$ cat src/rtl/core/two_channel_incremental_pid_unit_defines.svh
// assertion macros for the two-channel incremental pid unit
// expects clk and arst_n in the scope of use
`ifndef TWO_CHANNEL_INCREMENTAL_PID_UNIT_DEFINES_SVH
`define TWO_CHANNEL_INCREMENTAL_PID_UNIT_DEFINES_SVH
`ifndef ASSERT_OFF
`define TCPID_ASSERT(lbl, prop, msg) \
	lbl: assert property (@(posedge clk) disable iff (!arst_n) prop) else $error(msg);
`define TCPID_ASSERT_RST(lbl, prop, msg) \
	lbl: assert property (@(posedge clk) prop) else $error(msg);
`else
`define TCPID_ASSERT(lbl, prop, msg)
`define TCPID_ASSERT_RST(lbl, prop, msg)
`endif
`endif

$ cat src/rtl/core/tcpid_pkg.sv
// types, register codes and reset values for the incremental pid unit
// no dependencies
`default_nettype none
package tcpid_pkg;
	localparam int NUM_CH     = 2;
	localparam int GAIN_W     = 24;
	localparam int LIM_W      = 16;
	localparam int DB_W       = 15;
	localparam int ERR_W      = 17;
	localparam int ANGLE_W    = 16;
	localparam int ACC_W      = 32;
	localparam int CFG_IDX_W  = 4;
	localparam int CFG_DATA_W = 64;

	typedef enum logic [CFG_IDX_W-1:0] {
		REG_KP_AIL  = 4'd0,
		REG_KI_AIL  = 4'd1,
		REG_KD_AIL  = 4'd2,
		REG_KP_LIFT = 4'd3,
		REG_KI_LIFT = 4'd4,
		REG_KD_LIFT = 4'd5,
		REG_DEADBAND = 4'd6,
		REG_LIMITS  = 4'd7
	} reg_idx_t;

	localparam logic [GAIN_W-1:0] KP_AIL_RST  = 24'd727450;
	localparam logic [GAIN_W-1:0] KI_AIL_RST  = 24'd29098;
	localparam logic [GAIN_W-1:0] KD_AIL_RST  = 24'd14549;
	localparam logic [GAIN_W-1:0] KP_LIFT_RST = 24'd1454899;
	localparam logic [GAIN_W-1:0] KI_LIFT_RST = 24'd11085;
	localparam logic [GAIN_W-1:0] KD_LIFT_RST = 24'd1819;
	localparam logic [DB_W-1:0]   DB_RST      = 15'd0;
	localparam logic [CFG_DATA_W-1:0] LIMITS_RST = 64'hFFFF_0000_FFFF_0000;

	typedef struct packed {
		logic [GAIN_W-1:0] kp;
		logic [GAIN_W-1:0] ki;
		logic [GAIN_W-1:0] kd;
		logic [LIM_W-1:0]  lim_lo;
		logic [LIM_W-1:0]  lim_hi;
	} chan_cfg_t;

	typedef struct packed {
		chan_cfg_t [NUM_CH-1:0] chan;
		logic [DB_W-1:0]        dead_band;
	} cfg_t;
endpackage
`default_nettype wire

$ cat src/rtl/core/two_channel_incremental_pid_unit.sv
// two-channel incremental pid unit, top level
// a sample beat is held in stage 1 registers, then its result in the result register
// throughput: one beat per cycle when not stalled; each pid step runs in one registered pass
// reset: gains, deadband and limits to defaults, histories, accumulators and tick flag to zero
// depends on tcpid_pkg, tcpid_regs, tcpid_calc and the assertion macro header
`default_nettype none
`include "two_channel_incremental_pid_unit_defines.svh"
module two_channel_incremental_pid_unit (
	input  wire logic                             clk,
	input  wire logic                             arst_n,
	input  wire logic                             cfg_valid,
	output logic                                  cfg_ready,
	input  wire logic [tcpid_pkg::CFG_IDX_W-1:0]  cfg_index,
	input  wire logic [tcpid_pkg::CFG_DATA_W-1:0] cfg_data,
	input  wire logic                             item_valid,
	output logic                                  item_stall,
	input  wire logic                             action,
	input  wire logic                             channel,
	input  wire logic signed [tcpid_pkg::ANGLE_W-1:0] feedback,
	input  wire logic signed [tcpid_pkg::ANGLE_W-1:0] setpoint,
	output logic                                  result_valid,
	input  wire logic                             result_stall,
	output logic [tcpid_pkg::ACC_W-1:0]           drive_value,
	output logic                                  updated
);
	import tcpid_pkg::*;

	cfg_t cfg;

	assign cfg_ready = 1'b1;

	tcpid_regs u_regs (
		.clk      (clk),
		.arst_n   (arst_n),
		.wr_en    (cfg_valid && cfg_ready),
		.wr_index (cfg_index),
		.wr_data  (cfg_data),
		.cfg      (cfg)
	);

	// error and deadband on the incoming beat
	logic signed [ERR_W-1:0] err_in, err_db;
	logic [ERR_W-1:0]        err_mag;

	assign err_in  = {setpoint[ANGLE_W-1], setpoint} - {feedback[ANGLE_W-1], feedback};
	assign err_mag = err_in[ERR_W-1] ? ERR_W'(-err_in) : ERR_W'(err_in);
	assign err_db  = (err_mag < {{(ERR_W-DB_W){1'b0}}, cfg.dead_band}) ? '0 : err_in;

	logic                    valid_s1, action_s1, channel_s1;
	logic signed [ERR_W-1:0] err_s1;
	logic                    s1_go, res_free;

	logic                    pending_q;
	logic signed [ERR_W-1:0] last_err_q  [NUM_CH];
	logic signed [ERR_W-1:0] older_err_q [NUM_CH];
	logic [ACC_W-1:0]        acc_q       [NUM_CH];

	logic                    result_valid_q, updated_q;
	logic [ACC_W-1:0]        drive_q, acc_next;

	// ticks never need the result register
	assign res_free   = !result_valid_q || !result_stall;
	assign s1_go      = valid_s1 && (!action_s1 || res_free);
	assign item_stall = valid_s1 && !s1_go;

	always_ff @(posedge clk or negedge arst_n) begin
		if (!arst_n) begin
			valid_s1 <= 1'b0;
		end else if (!item_stall) begin
			valid_s1 <= item_valid;
		end
	end

	always_ff @(posedge clk) begin
		if (item_valid && !item_stall) begin
			action_s1  <= action;
			channel_s1 <= channel;
			err_s1     <= err_db;
		end
	end

	tcpid_calc u_calc (
		.ccfg     (cfg.chan[channel_s1]),
		.err      (err_s1),
		.err1     (last_err_q[channel_s1]),
		.err2     (older_err_q[channel_s1]),
		.acc      (acc_q[channel_s1]),
		.acc_next (acc_next)
	);

	always_ff @(posedge clk or negedge arst_n) begin
		if (!arst_n) begin
			pending_q <= 1'b0;
			for (int i = 0; i < NUM_CH; i++) begin
				last_err_q[i]  <= '0;
				older_err_q[i] <= '0;
				acc_q[i]       <= '0;
			end
		end else if (s1_go) begin
			if (!action_s1) begin
				pending_q <= 1'b1;
			end else if (pending_q) begin
				pending_q               <= 1'b0;
				older_err_q[channel_s1] <= last_err_q[channel_s1];
				last_err_q[channel_s1]  <= err_s1;
				acc_q[channel_s1]       <= acc_next;
			end
		end
	end

	always_ff @(posedge clk or negedge arst_n) begin
		if (!arst_n) begin
			result_valid_q <= 1'b0;
		end else if (s1_go && action_s1) begin
			result_valid_q <= 1'b1;
		end else if (!result_stall) begin
			result_valid_q <= 1'b0;
		end
	end

	always_ff @(posedge clk) begin
		if (s1_go && action_s1) begin
			drive_q   <= pending_q ? acc_next : acc_q[channel_s1];
			updated_q <= pending_q;
		end
	end

	assign result_valid = result_valid_q;
	assign drive_value  = drive_q;
	assign updated      = updated_q;

	`TCPID_ASSERT(a_accept_fills_s1, (item_valid && !item_stall) |=> valid_s1, "accepted beat lost before stage 1")
	`TCPID_ASSERT(a_sample_clears_flag, (s1_go && action_s1) |=> !pending_q, "tick flag still armed after a sample")
	`TCPID_ASSERT(a_result_matches_acc, (s1_go && action_s1) |=> (result_valid && drive_value == acc_q[$past(channel_s1)]), "result differs from stored accumulator")
	`TCPID_ASSERT_RST(a_reset_empty, (!arst_n) |-> (!result_valid && !valid_s1), "pipeline not empty in reset")
endmodule
`default_nettype wire

$ cat src/rtl/core/tcpid_regs.sv
// configuration register file: gains, deadband and output limits
// depends on tcpid_pkg
`default_nettype none
module tcpid_regs (
	input  wire logic                             clk,
	input  wire logic                             arst_n,
	input  wire logic                             wr_en,
	input  wire logic [tcpid_pkg::CFG_IDX_W-1:0]  wr_index,
	input  wire logic [tcpid_pkg::CFG_DATA_W-1:0] wr_data,
	output tcpid_pkg::cfg_t                       cfg
);
	import tcpid_pkg::*;

	logic [GAIN_W-1:0]     kp_ail_q, ki_ail_q, kd_ail_q;
	logic [GAIN_W-1:0]     kp_lift_q, ki_lift_q, kd_lift_q;
	logic [DB_W-1:0]       db_q;
	logic [CFG_DATA_W-1:0] limits_q;

	always_ff @(posedge clk or negedge arst_n) begin
		if (!arst_n) begin
			kp_ail_q  <= KP_AIL_RST;
			ki_ail_q  <= KI_AIL_RST;
			kd_ail_q  <= KD_AIL_RST;
			kp_lift_q <= KP_LIFT_RST;
			ki_lift_q <= KI_LIFT_RST;
			kd_lift_q <= KD_LIFT_RST;
			db_q      <= DB_RST;
			limits_q  <= LIMITS_RST;
		end else if (wr_en) begin
			case (reg_idx_t'(wr_index))
				REG_KP_AIL:   kp_ail_q  <= wr_data[GAIN_W-1:0];
				REG_KI_AIL:   ki_ail_q  <= wr_data[GAIN_W-1:0];
				REG_KD_AIL:   kd_ail_q  <= wr_data[GAIN_W-1:0];
				REG_KP_LIFT:  kp_lift_q <= wr_data[GAIN_W-1:0];
				REG_KI_LIFT:  ki_lift_q <= wr_data[GAIN_W-1:0];
				REG_KD_LIFT:  kd_lift_q <= wr_data[GAIN_W-1:0];
				REG_DEADBAND: db_q      <= wr_data[DB_W-1:0];
				REG_LIMITS:   limits_q  <= wr_data;
				default: ;
			endcase
		end
	end

	assign cfg.chan[0].kp     = kp_ail_q;
	assign cfg.chan[0].ki     = ki_ail_q;
	assign cfg.chan[0].kd     = kd_ail_q;
	assign cfg.chan[0].lim_lo = limits_q[15:0];
	assign cfg.chan[0].lim_hi = limits_q[31:16];
	assign cfg.chan[1].kp     = kp_lift_q;
	assign cfg.chan[1].ki     = ki_lift_q;
	assign cfg.chan[1].kd     = kd_lift_q;
	assign cfg.chan[1].lim_lo = limits_q[47:32];
	assign cfg.chan[1].lim_hi = limits_q[63:48];
	assign cfg.dead_band      = db_q;
endmodule
`default_nettype wire

$ cat src/rtl/core/tcpid_calc.sv
// one velocity-form pid step: three gain products, rounding, accumulate, clamp
// depends on tcpid_pkg
`default_nettype none
module tcpid_calc (
	input  wire tcpid_pkg::chan_cfg_t              ccfg,
	input  wire logic signed [tcpid_pkg::ERR_W-1:0] err,
	input  wire logic signed [tcpid_pkg::ERR_W-1:0] err1,
	input  wire logic signed [tcpid_pkg::ERR_W-1:0] err2,
	input  wire logic [tcpid_pkg::ACC_W-1:0]        acc,
	output logic [tcpid_pkg::ACC_W-1:0]             acc_next
);
	import tcpid_pkg::*;

	localparam int DP_W  = ERR_W + 1;
	localparam int DD_W  = ERR_W + 2;
	localparam int PP_W  = GAIN_W + 1 + DP_W;
	localparam int PI_W  = GAIN_W + 1 + ERR_W;
	localparam int PD_W  = GAIN_W + 1 + DD_W;
	localparam int SUM_W = PD_W + 2;
	localparam int INC_W = SUM_W - 8;
	localparam int VAL_W = INC_W + 2;

	logic signed [DP_W-1:0]  d_p;
	logic signed [DD_W-1:0]  d_d;
	logic signed [PP_W-1:0]  prod_p;
	logic signed [PI_W-1:0]  prod_i;
	logic signed [PD_W-1:0]  prod_d;
	logic signed [SUM_W-1:0] sum, rnd;
	logic signed [INC_W-1:0] inc;
	logic signed [VAL_W-1:0] val, lo, hi;

	assign d_p = {err[ERR_W-1], err} - {err1[ERR_W-1], err1};
	assign d_d = {{2{err[ERR_W-1]}}, err} - {err1[ERR_W-1], err1, 1'b0}
		+ {{2{err2[ERR_W-1]}}, err2};

	assign prod_p = $signed({1'b0, ccfg.kp}) * d_p;
	assign prod_i = $signed({1'b0, ccfg.ki}) * err;
	assign prod_d = $signed({1'b0, ccfg.kd}) * d_d;

	assign sum = {{(SUM_W-PP_W){prod_p[PP_W-1]}}, prod_p}
		+ {{(SUM_W-PI_W){prod_i[PI_W-1]}}, prod_i}
		+ {{(SUM_W-PD_W){prod_d[PD_W-1]}}, prod_d};
	// round half up from q.24 to q16.16, arithmetic shift floors
	assign rnd = sum + SUM_W'(128);
	assign inc = rnd[SUM_W-1:8];

	assign val = $signed({{(VAL_W-ACC_W){1'b0}}, acc}) + {{2{inc[INC_W-1]}}, inc};
	assign lo  = $signed({{(VAL_W-ACC_W){1'b0}}, ccfg.lim_lo, 16'h0000});
	assign hi  = $signed({{(VAL_W-ACC_W){1'b0}}, ccfg.lim_hi, 16'h0000});

	// minimum test wins when the limits cross
	always_comb begin
		if (val < lo) begin
			acc_next = lo[ACC_W-1:0];
		end else if (val > hi) begin
			acc_next = hi[ACC_W-1:0];
		end else begin
			acc_next = val[ACC_W-1:0];
		end
	end
endmodule
`default_nettype wire

$ cat config.mk
export PLATFORM = sky130hd
export DESIGN_NAME = two_channel_incremental_pid_unit
export DESIGN_NICKNAME = d
export VERILOG_FILES = /design/src/rtl/core/tcpid_pkg.sv /design/src/rtl/core/two_channel_incremental_pid_unit.sv /design/src/rtl/core/tcpid_regs.sv /design/src/rtl/core/tcpid_calc.sv
export VERILOG_INCLUDE_DIRS = /design/src /design/src/rtl/core
export SDC_FILE = /design/constraint.sdc
export NUM_CORES = 2
export LEC_CHECK = 0
export BUFFER_PORTS_ARGS = -buffer_cell sky130_fd_sc_hd__buf_2
export CORE_ASPECT_RATIO = 0.9
export CORE_MARGIN = 2
export CORE_UTILIZATION = 38
export DETAILED_ROUTE_END_ITERATION = 12
export PLACE_DENSITY_LB_ADDON = 0.15
export SETUP_SLACK_MARGIN = 0.15
export SLEW_MARGIN = 20
export SYNTH_ARGS = -nofsm -noshare
export SYNTH_HDL_FRONTEND = slang
export SYNTH_SLANG_ARGS = --single-unit
export TNS_END_PERCENT = 5
$ cat constraint.sdc
create_clock -name clk -period 22.6 [get_ports clk]
set_clock_uncertainty 0.1 [all_clocks]
set_input_delay 3.39 -clock clk [delete_from_list [all_inputs] [get_ports clk]]
set_output_delay 3.39 -clock clk [all_outputs]
set_load 0.005 [all_outputs]
==> results.toml <==
[outcome]
status = "completed"

[timing]
worst_slew_pin_slew_ns = 1.27
rsz0062_at_grt = "false"
slew_headroom = 0.130
setup_viol_count_final = 0
fin_crit_sh = 0.884
holdWs_ns = 0.370
drv_slew = 0
finalHoldViolCount = 0
clock.fmax_mhz = 50.0
period_needed_ns = 19.99
fin_tns_setup_ns = 0

[logic_synthesis]
yosysTopAreaCellShare = 0.336
syn_avg_cell_area_sq_um = 9.29
synthArstFlopShare = 0.873
synth_edf_count = 52
yosysWarningCount = 0
ys_seq_area_frac = 0.154
syn-cell-area_sq_um = 68800
yosysTopAreaCell = "fa_1"
synth_area_leaders = "fa_1 (34%), ha_1 (12%), dfrtp_1 (10%)"
synth.most_common_cell = "inv_1"
ys_types = 90
syn_inst = 7410
synth.net_count = 9312
synth_common_cells = "inv_1 (1406), fa_1 (1157), nand2_1 (1041)"
synthFlopType = "dfrtp_1"
synth_seq_cells = 410

[clocking]
clk_pin_slew_ns = 0.07
cts_root_buf = "clkbuf_16"
cts_buffers = 52
cts_resized = 0
post_cts_buffers = 0
ctsLongestPathBuffers = 3
postCtsHoldBufs = 0
cts.sink_count = 410
cts_tree = "built"
clk_latency_ns = 0.66
cts_htree_levels = 2

[worst_setup_path]
cp_num_buf_inv = 10
worstRegToRegCells = 75
cp_max_fo = 21
end_kind = "flop"
crit_cells = 75
crit_family = "compound AO/OA/AOI/OAI gates"
worst-endpoint-arrival_ns = 20.41
max_stage_delay_ns = 0.90
crit_required_ns = 23.02
cp-start-kind = "flop"
criticalPathCategory = "flop to flop"
slowest_stage = "o41ai_1"

[layout]
drive_above_1_share = 0.113
fin_area_sq_um = 74600
fin_nets = 9354
nFillCells = 18097
synthToLayoutAreaGrowth_pct = 8.40
seq_area_sq_um = 10600
multiInputGateArea_sq_um = 52100

[floorplan]
core_area_sq_um = 180000
rows = 148
die-area_sq_um = 185000
die_w_um = 453
dieHeight_um = 408
io-pin-count = 143
initial_utilization = 0.382

[detailed_routing]
vias = 52472
first_pass_iters = 7
drt-initial-drc-count = 4086
wl_um = 239000
drc = 0
routed_via_density = 5.29
wl_per_cell_um = 24.1
ant_nets = 0

[worst_hold_path]
holdPathStages = 2
holdCritPathClass = "flop to flop"

[global_routing]
grt_pass1_wl_um = 359000
overflow = 0
grt_pass1_vias = 55238
grt_usage = 0.262
antenna_found_initial = 24
grt_max_degree = 112

[placement]
placedInstanceArea_sq_um = 72700
globalplace.congestion = 0.947
numPortBuffers = 141
hpwl_um = 195000

[run]
drv_cap = 0
-- area by class of cell --
type | instances | share of cell area
antenna | 21 | 0.000704
clock buffer | 72 | 0.0199
clock inverter | 26 | 0.00407
inverter | 1411 | 0.0710
multi-input combinational | 5305 | 0.698
sequential | 410 | 0.142
tap | 2400 | 0.0402
timing repair buffer | 272 | 0.0233
-- through the flow --
stage,setup slack (ns),utilization,std cells
6_report,2.61,0.414,9917
5_1_grt,1.31,0.414,9907
4_1_cts,2.88,0.413,9895
3_5_place_dp,3.01,0.403,9797
3_3_place_gp,3.27,0.403,9796
2_1_floorplan,5.06,-,7410
-- state kept, by name (all words and copies together), names as in the netlist --
register and cells:
u_regs.kp_ail_q 24, updated 1, u_regs.ki_ail_q 24, err_s1 17, acc_q 64, channel_s1 1, drive_value 32, u_regs.limits_q 64
result_valid 1, u_regs.kp_lift_q 24, last_err_q 34, action_s1 1, valid_s1 1, u_regs.kd_ail_q 24, pending_q 1, u_regs.ki_lift_q 24
u_regs.db_q 15, older_err_q 34, u_regs.kd_lift_q 24
-- worst paths after layout --
check / startpoint / endpoint / slack [ns]
max in group asynchronous: arst_n / u_regs.kd_ail_q[1]$_DFFE_PN0P_ / 17.17
worst max-delay path: err_s1[0]$_SDFFCE_PN0P_ / drive_value[10]$_DFFE_PP_ / 2.61
worst min-delay path: acc_q[26]$_DFFE_PN0P_ / acc_q[26]$_DFFE_PN0P_ / 0.37
worst min register to register: acc_q[26]$_DFFE_PN0P_ / acc_q[26]$_DFFE_PN0P_ / 0.37
min in group asynchronous: arst_n / u_regs.db_q[8]$_DFFE_PN0P_ / 2.71
worst max register to register: err_s1[0]$_SDFFCE_PN0P_ / drive_value[10]$_DFFE_PP_ / 2.61
-- logic make-up (layout without fill, tap and decap cells) --
group	count (synthesis)	count (layout)	share of synthesized area
flops	410	410	0.154
mux	437	437	0.0696
fa+ha+maj	1795	1795	0.452
xor+xnor	184	184	0.0236
buf+inv	1695	1781	0.0927
other cells	1	22	0.0000545
compound gates	772	772	0.0753
simple gates	2116	2116	0.132
-- tightest hold or removal path: stages (launching register included) --
cell	delay, ns
dfrtp_1	0.34
nand2_1	0.05
o31ai_1	0.05
-- layout by cell type (no fill, tap or decap), types with 128 or more instances in the layout --
| cell type | netlist | routed |
|---|---|---|
| a21oi_1 | 147 | 146 |
| buf_2 | 4 | 140 |
| buf_4 | 2 | 128 |
| dfrtp_1 | 274 | 274 |
| fa_1 | 1157 | 1157 |
| ha_1 | 638 | 638 |
| inv_1 | 1406 | 1406 |
| mux2_2 | 331 | 331 |
| nand2_1 | 1041 | 1041 |
| nor2_1 | 596 | 590 |
| o21ai_0 | 161 | 161 |
-- layer usage --
layer  up-vias  wire, um  track usage
met5         -        94            0
met4        14      9510       0.0893
met3       329     14900       0.0405
met2      1643    111000        0.424
met1     27008    103000        0.357
li1      23478         -            -
Power is not shown: default switching activity piles up to over one toggle a cycle in this logic, so the estimate is an artifact.
